`config.mk`:
```
export PLATFORM = sky130hd
export DESIGN_NAME = directory_entry_scanner
export DESIGN_NICKNAME = d
export VERILOG_FILES = /design/src/rtl/des_pkg.sv /design/src/rtl/des_cfg_regs.sv /design/src/rtl/des_classify.sv /design/src/rtl/directory_entry_scanner.sv
export SDC_FILE = /design/constraint.sdc
export NUM_CORES = 1
export LEC_CHECK = 0
export BUFFER_PORTS_ARGS = -buffer_cell sky130_fd_sc_hd__clkbuf_2
export CELL_PAD_IN_SITES_DETAIL_PLACEMENT = 0
export CELL_PAD_IN_SITES_GLOBAL_PLACEMENT = 1
export CORE_AREA = 10 10 184 186
export DETAILED_ROUTE_END_ITERATION = 16
export DIE_AREA = 0 0 194 196
export PLACE_DENSITY = 0.87
export SLEW_MARGIN = 20
export SYNTH_ARGS = -nofsm -noshare
export SYNTH_HDL_FRONTEND = slang
export SYNTH_SLANG_ARGS = --single-unit
```
`constraint.sdc`:
```
create_clock -name clk -period 5.7 [get_ports clk]
set_input_delay 0.57 -clock clk [delete_from_list [all_inputs] [get_ports clk]]
set_output_delay 0.57 -clock clk [all_outputs]
set_load 0.05 [all_outputs]
```
`src/rtl/des_pkg.sv`:
```
// Types and constants for the directory entry scanner.
package des_pkg;

  localparam int CFG_ADDR_W = 3;

  // Configuration register indexes
  localparam logic [CFG_ADDR_W-1:0] REG_TYPE_MASK    = 3'd0;
  localparam logic [CFG_ADDR_W-1:0] REG_TARGET_LOW   = 3'd1;
  localparam logic [CFG_ADDR_W-1:0] REG_TARGET_HIGH  = 3'd2;
  localparam logic [CFG_ADDR_W-1:0] REG_MATCH_ANY    = 3'd3;
  localparam logic [CFG_ADDR_W-1:0] REG_CLUSTER_ENTS = 3'd4;

  // Verdict codes
  localparam logic [2:0] VERDICT_FREE     = 3'd0;
  localparam logic [2:0] VERDICT_FILTERED = 3'd1;
  localparam logic [2:0] VERDICT_MISMATCH = 3'd2;
  localparam logic [2:0] VERDICT_FOUND    = 3'd3;
  localparam logic [2:0] VERDICT_END      = 3'd4;
  localparam logic [2:0] VERDICT_IGNORED  = 3'd5;

  // File type codes
  localparam logic [1:0] FTYPE_FILE   = 2'd0;
  localparam logic [1:0] FTYPE_DIR    = 2'd1;
  localparam logic [1:0] FTYPE_VOLUME = 2'd2;

  localparam logic [7:0]  FIRST_END    = 8'h00;
  localparam logic [7:0]  FIRST_FREE   = 8'hE5;
  localparam logic [63:0] DOT_LOW      = 64'h2020_2020_2020_202E;
  localparam logic [63:0] DOTDOT_LOW   = 64'h2020_2020_2020_2E2E;
  localparam logic [23:0] SPACES_HIGH  = 24'h20_2020;
  localparam logic [22:0] ENTRY_BYTES  = 23'd32;
  localparam logic [22:0] PASSED_MAX   = 23'd2097152;
  localparam logic [11:0] MIN_ENTRIES  = 12'd16;

  localparam int IN_DATA_W  = 112;
  localparam int OUT_DATA_W = 48;

  typedef struct packed {
    logic        start_search;
    logic [10:0] start_entry;
    logic [63:0] entry_name_low;
    logic [23:0] entry_name_high;
    logic [7:0]  entry_attr;
  } item_t;

  typedef struct packed {
    logic [4:0]  type_mask;
    logic [63:0] target_name_low;
    logic [23:0] target_name_high;
    logic        match_any_name;
    logic [11:0] entries_eff;
  } cfg_t;

  typedef struct packed {
    logic [21:0] passed_bytes;
    logic [10:0] entry_index;
    logic        search_done;
  } state_t;

  typedef struct packed {
    logic [2:0]  verdict;
    logic [21:0] byte_count;
    logic [15:0] entry_offset;
    logic [1:0]  file_type;
  } result_t;

endpackage

```
`src/rtl/des_cfg_regs.sv`:
```
// Configuration registers; the cluster size is clamped as it is written.
module des_cfg_regs #(
  parameter int MAX_CLUSTER_ENTRIES = 2048
) (
  input  logic                           clk,
  input  logic                           rst_n,
  input  logic                           cfg_wr_en,
  input  logic [des_pkg::CFG_ADDR_W-1:0] cfg_addr,
  input  logic [63:0]                    cfg_wr_data,
  output des_pkg::cfg_t                  cfg
);

  localparam logic [11:0] MAX_N = 12'(MAX_CLUSTER_ENTRIES);

  logic [4:0]  type_mask_r;
  logic [63:0] target_low_r;
  logic [23:0] target_high_r;
  logic        match_any_r;
  logic [11:0] entries_r;
  logic [11:0] entries_nxt;

  always_comb begin
    entries_nxt = cfg_wr_data[11:0];
    if (entries_nxt < des_pkg::MIN_ENTRIES) entries_nxt = des_pkg::MIN_ENTRIES;
    if (entries_nxt > MAX_N) entries_nxt = MAX_N;
  end

  always_ff @(posedge clk) begin
    if (!rst_n) begin
      type_mask_r   <= 5'd1;
      target_low_r  <= '0;
      target_high_r <= '0;
      match_any_r   <= 1'b1;
      entries_r     <= des_pkg::MIN_ENTRIES;
    end else if (cfg_wr_en) begin
      case (cfg_addr)
        des_pkg::REG_TYPE_MASK:    type_mask_r   <= cfg_wr_data[4:0];
        des_pkg::REG_TARGET_LOW:   target_low_r  <= cfg_wr_data;
        des_pkg::REG_TARGET_HIGH:  target_high_r <= cfg_wr_data[23:0];
        des_pkg::REG_MATCH_ANY:    match_any_r   <= cfg_wr_data[0];
        des_pkg::REG_CLUSTER_ENTS: entries_r     <= entries_nxt;
        default: ;
      endcase
    end
  end

  assign cfg.type_mask        = type_mask_r;
  assign cfg.target_name_low  = target_low_r;
  assign cfg.target_name_high = target_high_r;
  assign cfg.match_any_name   = match_any_r;
  assign cfg.entries_eff      = entries_r;

endmodule

```
`src/rtl/des_classify.sv`:
```
// Entry classification, byte count and index update for one entry.
module des_classify (
  input  des_pkg::item_t   item,
  input  des_pkg::cfg_t    cfg,
  input  des_pkg::state_t  st,
  output des_pkg::result_t res,
  output des_pkg::state_t  st_nxt
);

  logic [21:0] cur_passed;
  logic [10:0] cur_index;
  logic        cur_done;
  logic [22:0] sum;
  logic [21:0] sat_passed;
  logic [11:0] idx_inc;
  logic [10:0] idx_adv;
  logic [7:0]  first;
  logic        is_dot;
  logic        type_ok;
  logic        name_ok;
  logic [1:0]  ftype;

  always_comb begin
    // a start resets the running state before this entry is judged
    cur_passed = item.start_search ? '0 : st.passed_bytes;
    cur_done   = item.start_search ? 1'b0 : st.search_done;
    if (item.start_search)
      cur_index = ({1'b0, item.start_entry} < cfg.entries_eff) ? item.start_entry : '0;
    else
      cur_index = st.entry_index;

    sum        = {1'b0, cur_passed} + des_pkg::ENTRY_BYTES;
    sat_passed = (sum > des_pkg::PASSED_MAX) ? des_pkg::PASSED_MAX[21:0] : sum[21:0];

    idx_inc = {1'b0, cur_index} + 12'd1;
    idx_adv = (idx_inc >= cfg.entries_eff) ? '0 : idx_inc[10:0];

    first  = item.entry_name_low[7:0];
    is_dot = (item.entry_name_high == des_pkg::SPACES_HIGH) &&
             ((item.entry_name_low == des_pkg::DOT_LOW) ||
              (item.entry_name_low == des_pkg::DOTDOT_LOW));
    type_ok = !(item.entry_attr[2] && !cfg.type_mask[2]) &&
              !(item.entry_attr[1] && !cfg.type_mask[3]) &&
              !(item.entry_attr[3] && !cfg.type_mask[4]) &&
              (is_dot ? cfg.type_mask[1] : cfg.type_mask[0]);
    name_ok = cfg.match_any_name ||
              ((item.entry_name_low == cfg.target_name_low) &&
               (item.entry_name_high == cfg.target_name_high));

    if (item.entry_attr[3])      ftype = des_pkg::FTYPE_VOLUME;
    else if (item.entry_attr[4]) ftype = des_pkg::FTYPE_DIR;
    else                         ftype = des_pkg::FTYPE_FILE;

    st_nxt.passed_bytes = cur_passed;
    st_nxt.entry_index  = cur_index;
    st_nxt.search_done  = cur_done;
    res.byte_count      = cur_passed;
    res.entry_offset    = {cur_index, 5'b0};
    res.file_type       = ftype;

    if (cur_done) begin
      res.verdict   = des_pkg::VERDICT_IGNORED;
      res.file_type = des_pkg::FTYPE_FILE;
    end else if (first == des_pkg::FIRST_END) begin
      res.verdict        = des_pkg::VERDICT_END;
      st_nxt.search_done = 1'b1;
    end else if (first == des_pkg::FIRST_FREE) begin
      res.verdict         = des_pkg::VERDICT_FREE;
      res.byte_count      = sat_passed;
      st_nxt.passed_bytes = sat_passed;
      st_nxt.entry_index  = idx_adv;
    end else if (!type_ok) begin
      res.verdict         = des_pkg::VERDICT_FILTERED;
      res.byte_count      = sat_passed;
      st_nxt.passed_bytes = sat_passed;
      st_nxt.entry_index  = idx_adv;
    end else if (name_ok) begin
      res.verdict         = des_pkg::VERDICT_FOUND;
      res.byte_count      = sat_passed;
      st_nxt.passed_bytes = sat_passed;
      st_nxt.search_done  = 1'b1;
    end else begin
      res.verdict         = des_pkg::VERDICT_MISMATCH;
      res.byte_count      = sat_passed;
      st_nxt.passed_bytes = sat_passed;
      st_nxt.entry_index  = idx_adv;
    end
  end

endmodule

```
`src/rtl/directory_entry_scanner.sv`:
```
// Top level of the directory entry scanner: input stage, classifier, result stage.
//
//   channel  direction  tdata / tuser                               handshake
//   in_      slave      entry fields, start flag on tuser           tvalid/tready
//   out_     master     verdict, byte count, offset, file type      tvalid/tready
//   cfg_     write      register index and 64-bit data              cfg_wr_en
//
// One entry per cycle unless out_ stalls; each passes both stages before out_tvalid.
// The only loop is the search state (count, index, done), registered per entry.
// Reset (rst_n low, synchronous) empties both stages and leaves the search done.
// A stalled out_ holds its result; in_tready drops only when both stages are full.
module directory_entry_scanner #(
  parameter int MAX_CLUSTER_ENTRIES = 2048
) (
  input  logic                            clk,
  input  logic                            rst_n,
  input  logic                            in_tvalid,
  output logic                            in_tready,
  // [10:0] start_entry, [74:11] entry_name_low, [98:75] entry_name_high,
  // [106:99] entry_attr, [111:107] zero
  input  logic [des_pkg::IN_DATA_W-1:0]   in_tdata,
  // [0] start_search
  input  logic                            in_tuser,
  output logic                            out_tvalid,
  input  logic                            out_tready,
  // [2:0] verdict, [24:3] byte_count, [40:25] entry_offset, [42:41] file_type,
  // [47:43] zero
  output logic [des_pkg::OUT_DATA_W-1:0]  out_tdata,
  input  logic                            cfg_wr_en,
  input  logic [des_pkg::CFG_ADDR_W-1:0]  cfg_addr,
  input  logic [63:0]                     cfg_wr_data
);

  des_pkg::cfg_t    cfg;
  des_pkg::item_t   item_r;
  des_pkg::state_t  st_r;
  des_pkg::state_t  st_nxt;
  des_pkg::result_t res;
  des_pkg::result_t res_r;
  logic             in_valid_r;
  logic             out_valid_r;
  logic             adv;

  des_cfg_regs #(
    .MAX_CLUSTER_ENTRIES(MAX_CLUSTER_ENTRIES)
  ) u_cfg (
    .clk         (clk),
    .rst_n       (rst_n),
    .cfg_wr_en   (cfg_wr_en),
    .cfg_addr    (cfg_addr),
    .cfg_wr_data (cfg_wr_data),
    .cfg         (cfg)
  );

  des_classify u_classify (
    .item   (item_r),
    .cfg    (cfg),
    .st     (st_r),
    .res    (res),
    .st_nxt (st_nxt)
  );

  // entry moves into the result stage when that stage is empty or draining
  assign adv       = in_valid_r && (!out_valid_r || out_tready);
  assign in_tready = !in_valid_r || adv;

  always_ff @(posedge clk) begin
    if (!rst_n) begin
      in_valid_r      <= 1'b0;
      out_valid_r     <= 1'b0;
      st_r.passed_bytes <= '0;
      st_r.entry_index  <= '0;
      st_r.search_done  <= 1'b1;
    end else begin
      if (in_tready) in_valid_r <= in_tvalid;
      if (adv) begin
        out_valid_r <= 1'b1;
        st_r        <= st_nxt;
      end else if (out_tready) begin
        out_valid_r <= 1'b0;
      end
    end
  end

  always_ff @(posedge clk) begin
    if (in_tvalid && in_tready) begin
      item_r.start_search    <= in_tuser;
      item_r.start_entry     <= in_tdata[10:0];
      item_r.entry_name_low  <= in_tdata[74:11];
      item_r.entry_name_high <= in_tdata[98:75];
      item_r.entry_attr      <= in_tdata[106:99];
    end
    if (adv) res_r <= res;
  end

  assign out_tvalid = out_valid_r;
  assign out_tdata  = {5'b0, res_r.file_type, res_r.entry_offset,
                       res_r.byte_count, res_r.verdict};

endmodule

```
==> reports/qor.txt <==
SETUP PATH
-----------------------------------------------------------------------------------------------
Ordered list of cells on the worst path                                            ha_1, a211oi_1, o21ai_0, a21oi_1, o21a_1, a21o_1, ha_1, o21ai_0, a221oi_1, buf_4, nand3_1, xnor2_1, ha_1, a2111oi_0, o21ai_0, o22ai_1, or3b_1, o32ai_1
Top delay family on crit path                                                      compound AO/OA/AOI/OAI gates
Max incr delay on CP                                                                     430 ps
Kind of critical path                                                                   reg2reg
Worst Path Required                                                                     6160 ps
Maximum fanout encountered on the critical timing path                                        6
Critical path endpoint category                                                       flip-flop
Crit path buffers/inverters                                                                   1
Arrival @ worst endpoint                                                                5350 ps
Kind of start point of the critical path                                              flip-flop
Slowest stage cell on the critical path                                                edfxtp_1

PLACEMENT
-----------------------------------------------------------------------------------------------
Final Wtd Congestion                                                                      0.882
Number of placed cells counting well taps                                                 1,820
Placed wire-length estimate after detailed placement                                    28.4 mm
Post-detailed-placement cell area                                                   0.0142 mm^2
Place WS                                                                                 856 ps
Buffers on Ports                                                                            215

SYNTH
-----------------------------------------------------------------------------------------------
Netlist area before placement                                                       0.0128 mm^2
Share of synthesized cell area in full adder, half adder and majority cells               2.34%
Area share of the largest cell type after synthesis                                       33.3%
Avg Inst Size Synth                                                                   10.2 um^2
Register bit count reported by yosys                                                        284
Cell type with the highest aggregate area in the netlist                               edfxtp_1
Complex-gate fraction of the synthesized area                                             12.8%
Number of flops mapped to enable cells by yosys                                             142
Post-synth top flop                                                                    edfxtp_1
Number of distinct library cells after synthesis                                             78
Fraction of the mapped netlist area in simple logic gates                                 18.5%
Main combinational cell family by area after synthesis                             simple AND/OR/NAND/NOR gates
Share of flip-flops with an asynchronous set or reset                                        0%
Multiplexer area fraction after synthesis                                                0.948%
Cell types with the largest area share after synthesis                             edfxtp_1, dfxtp_1, nand2_1
Sequential-to-total area share from yosys stat                                            55.5%
Post-Synth XOR/XNOR Area                                                                  6.36%
Number of instances in the synthesized netlist                                            1,260
Number of warnings issued by yosys                                                            0

TIMING
-----------------------------------------------------------------------------------------------
Part of the cycle the worst path needs                                                    85.9%
Maximum achievable frequency                                                          0.204 GHz
Total Neg Setup Slack                                                                      0 ps
Number of endpoints failing setup at the final stage                                          0
Final Hold Violating Endpoints                                                                0
Unrepaired setup endpoints after global routing                                              no
Worst setup slack after layout                                                           802 ps
Fin Clk Skew                                                                            17.3 ps
Max-slew violation count                                                                      0
Final worst path period need                                                            4900 ps
Post-Route Hold Slack                                                                    187 ps
Worst relative slew slack                                                                 36.4%
Slew at the pin closest to its max-slew limit                                            953 ps

GLOBAL ROUTE
-----------------------------------------------------------------------------------------------
Maximum number of pins on one net before global-route repair                                 65
First-pass GRT wire length                                                              58.9 mm
Vias in the first global route                                                           10,200
Global-route usage over all layers                                                        19.3%
Initial antenna violation count                                                               0
Total congestion overflow after global routing                                                0

DRT
-----------------------------------------------------------------------------------------------
Violation count after the first detailed-routing iteration                                  714
Final routed wire length divided by cell count                                          20.4 um
Final routed wirelength across all metal layers                                         38.4 mm
Vias per cell                                                                              5.37
DR pass1 iterations                                                                           5
DRT antenna net count                                                                         0
Post-route DRC                                                                                0
Vias after detailed routing                                                              10,100

FINISH
-----------------------------------------------------------------------------------------------
Most frequent cells in the layout                                                  nand2_1, clkbuf_2, dfxtp_1, edfxtp_1, a21oi_1
Fraction of layout cells with a size suffix above 1                                       20.2%
Antenna cells                                                                                 0
Relative area change from synthesis to final layout                                       19.0%
Count of placed standard cells in the final layout, fillers left out                      1,876
Non-Filler Cell Area, Final                                                         0.0152 mm^2
Most frequent standard cell in the layout excluding fill and tap cells                  nand2_1
Fin nets                                                                                  1,665
Filler cells                                                                              2,837

CLOCK NETWORK
-----------------------------------------------------------------------------------------------
Post-CTS setup repair buffer count                                                            0
Count of instances resized after the clock tree is built                                      0
Source-to-sink clock delay at the later pin of the worst-skew pair                       560 ps
Htree depth                                                                                   1
Root Driver                                                                           clkbuf_16
CTS tree                                                                                  built
Total clock buffers created by CTS                                                           30
CTS sink count                                                                              284
Bufs on Longest Clock Path                                                                    3
Number of hold buffers added after cts                                                        0
Clock input transition at the sequential cells of the worst setup and hold paths          70 ps

DIE
-----------------------------------------------------------------------------------------------
Number of rows in the core area                                                              64
Core box area                                                                       0.0303 mm^2
Chip Height                                                                              196 um
Io pins                                                                                     235
Initial Utilization                                                                       42.3%
Chip width                                                                               194 um
Die area                                                                            0.0380 mm^2

PWR
-----------------------------------------------------------------------------------------------
Pwr per Cell Area                                                                   316 mW/mm^2
Max rail drop VDD                                                                      0.222 mV
Cell leakage power                                                                   0.00592 uW

MIN PATH
-----------------------------------------------------------------------------------------------
Worst min-delay path category                                                            in2reg

RUN
-----------------------------------------------------------------------------------------------
Maximum capacitance violations                                                                0

OUTCOME
-----------------------------------------------------------------------------------------------
Result of the run                                                                  finished clean

[routing by layer]
metal  vias to the layer above  GRT usage [%]  share of wire [%]
li1                       4903              -                  -
met1                      4754           23.7                 42
met2                       363           34.1                 50
met3                        55           3.68                6.1
met4                         0           5.10                2.3
met5                         -              0                  0
[report_power, final]
group | switching, uW | internal [uW]
clock network | 809 | 1290
logic | 287 | 141
registers | 55.7 | 2230
[state kept, by name (all words and copies together) (netlist names)]
| register | flops |
|---|---|
| out_tdata | 38 |
| in_valid_r | 1 |
| out_tvalid | 1 |
| u_cfg.match_any_r | 1 |
| u_cfg.target_high_r | 24 |
| u_cfg.entries_r | 12 |
| st_r | 34 |
| u_cfg.target_low_r | 64 |
| item_r | 104 |
| u_cfg.type_mask_r | 5 |
[cell families (layout without fill, tap and decap cells)]
| logic type | Yosys count | in the layout |
|---|---|---|
| simple gates | 484 | 484 |
| flops | 284 | 284 |
| compound gates | 259 | 259 |
| buf+inv | 103 | 314 |
| xor+xnor | 93 | 93 |
| fa+ha+maj | 24 | 24 |
| mux | 12 | 12 |
| other cells | 1 | 10 |
[through the flow]
stage	util (%)	total power, uW
detailed placement	46.8	2760
global route	50.3	4980
finish	50.3	4810
CTS	50.3	4850
global placement	46.8	2750
floorplan	-	2580
[cells in the mapped netlist (3+ instances only)]
| cell | instances |
|---|---|
| inv_1 | 28 |
| o21ai_0 | 26 |
| buf_2 | 8 |
| nand3_1 | 18 |
| nand2b_1 | 3 |
| a31oi_1 | 8 |
| o21ai_1 | 9 |
| dfxtp_1 | 142 |
| nor2b_1 | 25 |
| and3_1 | 5 |
| or3_1 | 6 |
| a21o_1 | 7 |
| clkbuf_1 | 49 |
| o22ai_1 | 6 |
| nor3b_1 | 5 |
| xnor2_1 | 10 |
| xor2_1 | 83 |
| and2_1 | 14 |
| buf_4 | 14 |
| a22oi_1 | 11 |
| a2111oi_0 | 3 |
| o211ai_1 | 3 |
| a21oi_1 | 129 |
| a22o_1 | 18 |
| nand4b_1 | 5 |
| o21a_1 | 4 |
| nor4_1 | 43 |
| ha_1 | 24 |
| nor4bb_1 | 3 |
| mux2i_1 | 11 |
| a41oi_1 | 4 |
| nand4_1 | 25 |
| nand3b_1 | 6 |
| edfxtp_1 | 142 |
| nor2_1 | 57 |
| nand2_1 | 234 |
| or4_1 | 5 |
| nor3_1 | 12 |
| nor4b_1 | 5 |
[worst paths after layout]
kind                            slack (ps)                                 start  cells past startpoint                              endpoint
worst max register to register         800                  item_r[98]$_DFFE_PP_                     18                  st_r[9]$_SDFFE_PN0P_
worst max-delay path                   800                  item_r[98]$_DFFE_PP_                     18                  st_r[9]$_SDFFE_PN0P_
worst min-delay path                   190                          in_tdata[63]                      1                  item_r[84]$_DFFE_PP_
worst min register to register         470  u_cfg.target_high_r[11]$_SDFFE_PN0P_                      2  u_cfg.target_high_r[11]$_SDFFE_PN0P_
[final cells by class]
class	instances	area, um^2	area share, %
Inverter	30	114	0.747
Timing Repair Buffer	228	1170	7.70
Sequential cell	284	7110	46.6
Multi-Input combinational cell	882	5290	34.7
Clock buffer	39	826	5.42
Clock inverter	17	236	1.55
Tap cell	396	495	3.25
No activity file was read; power rests on OpenSTA's default activity.
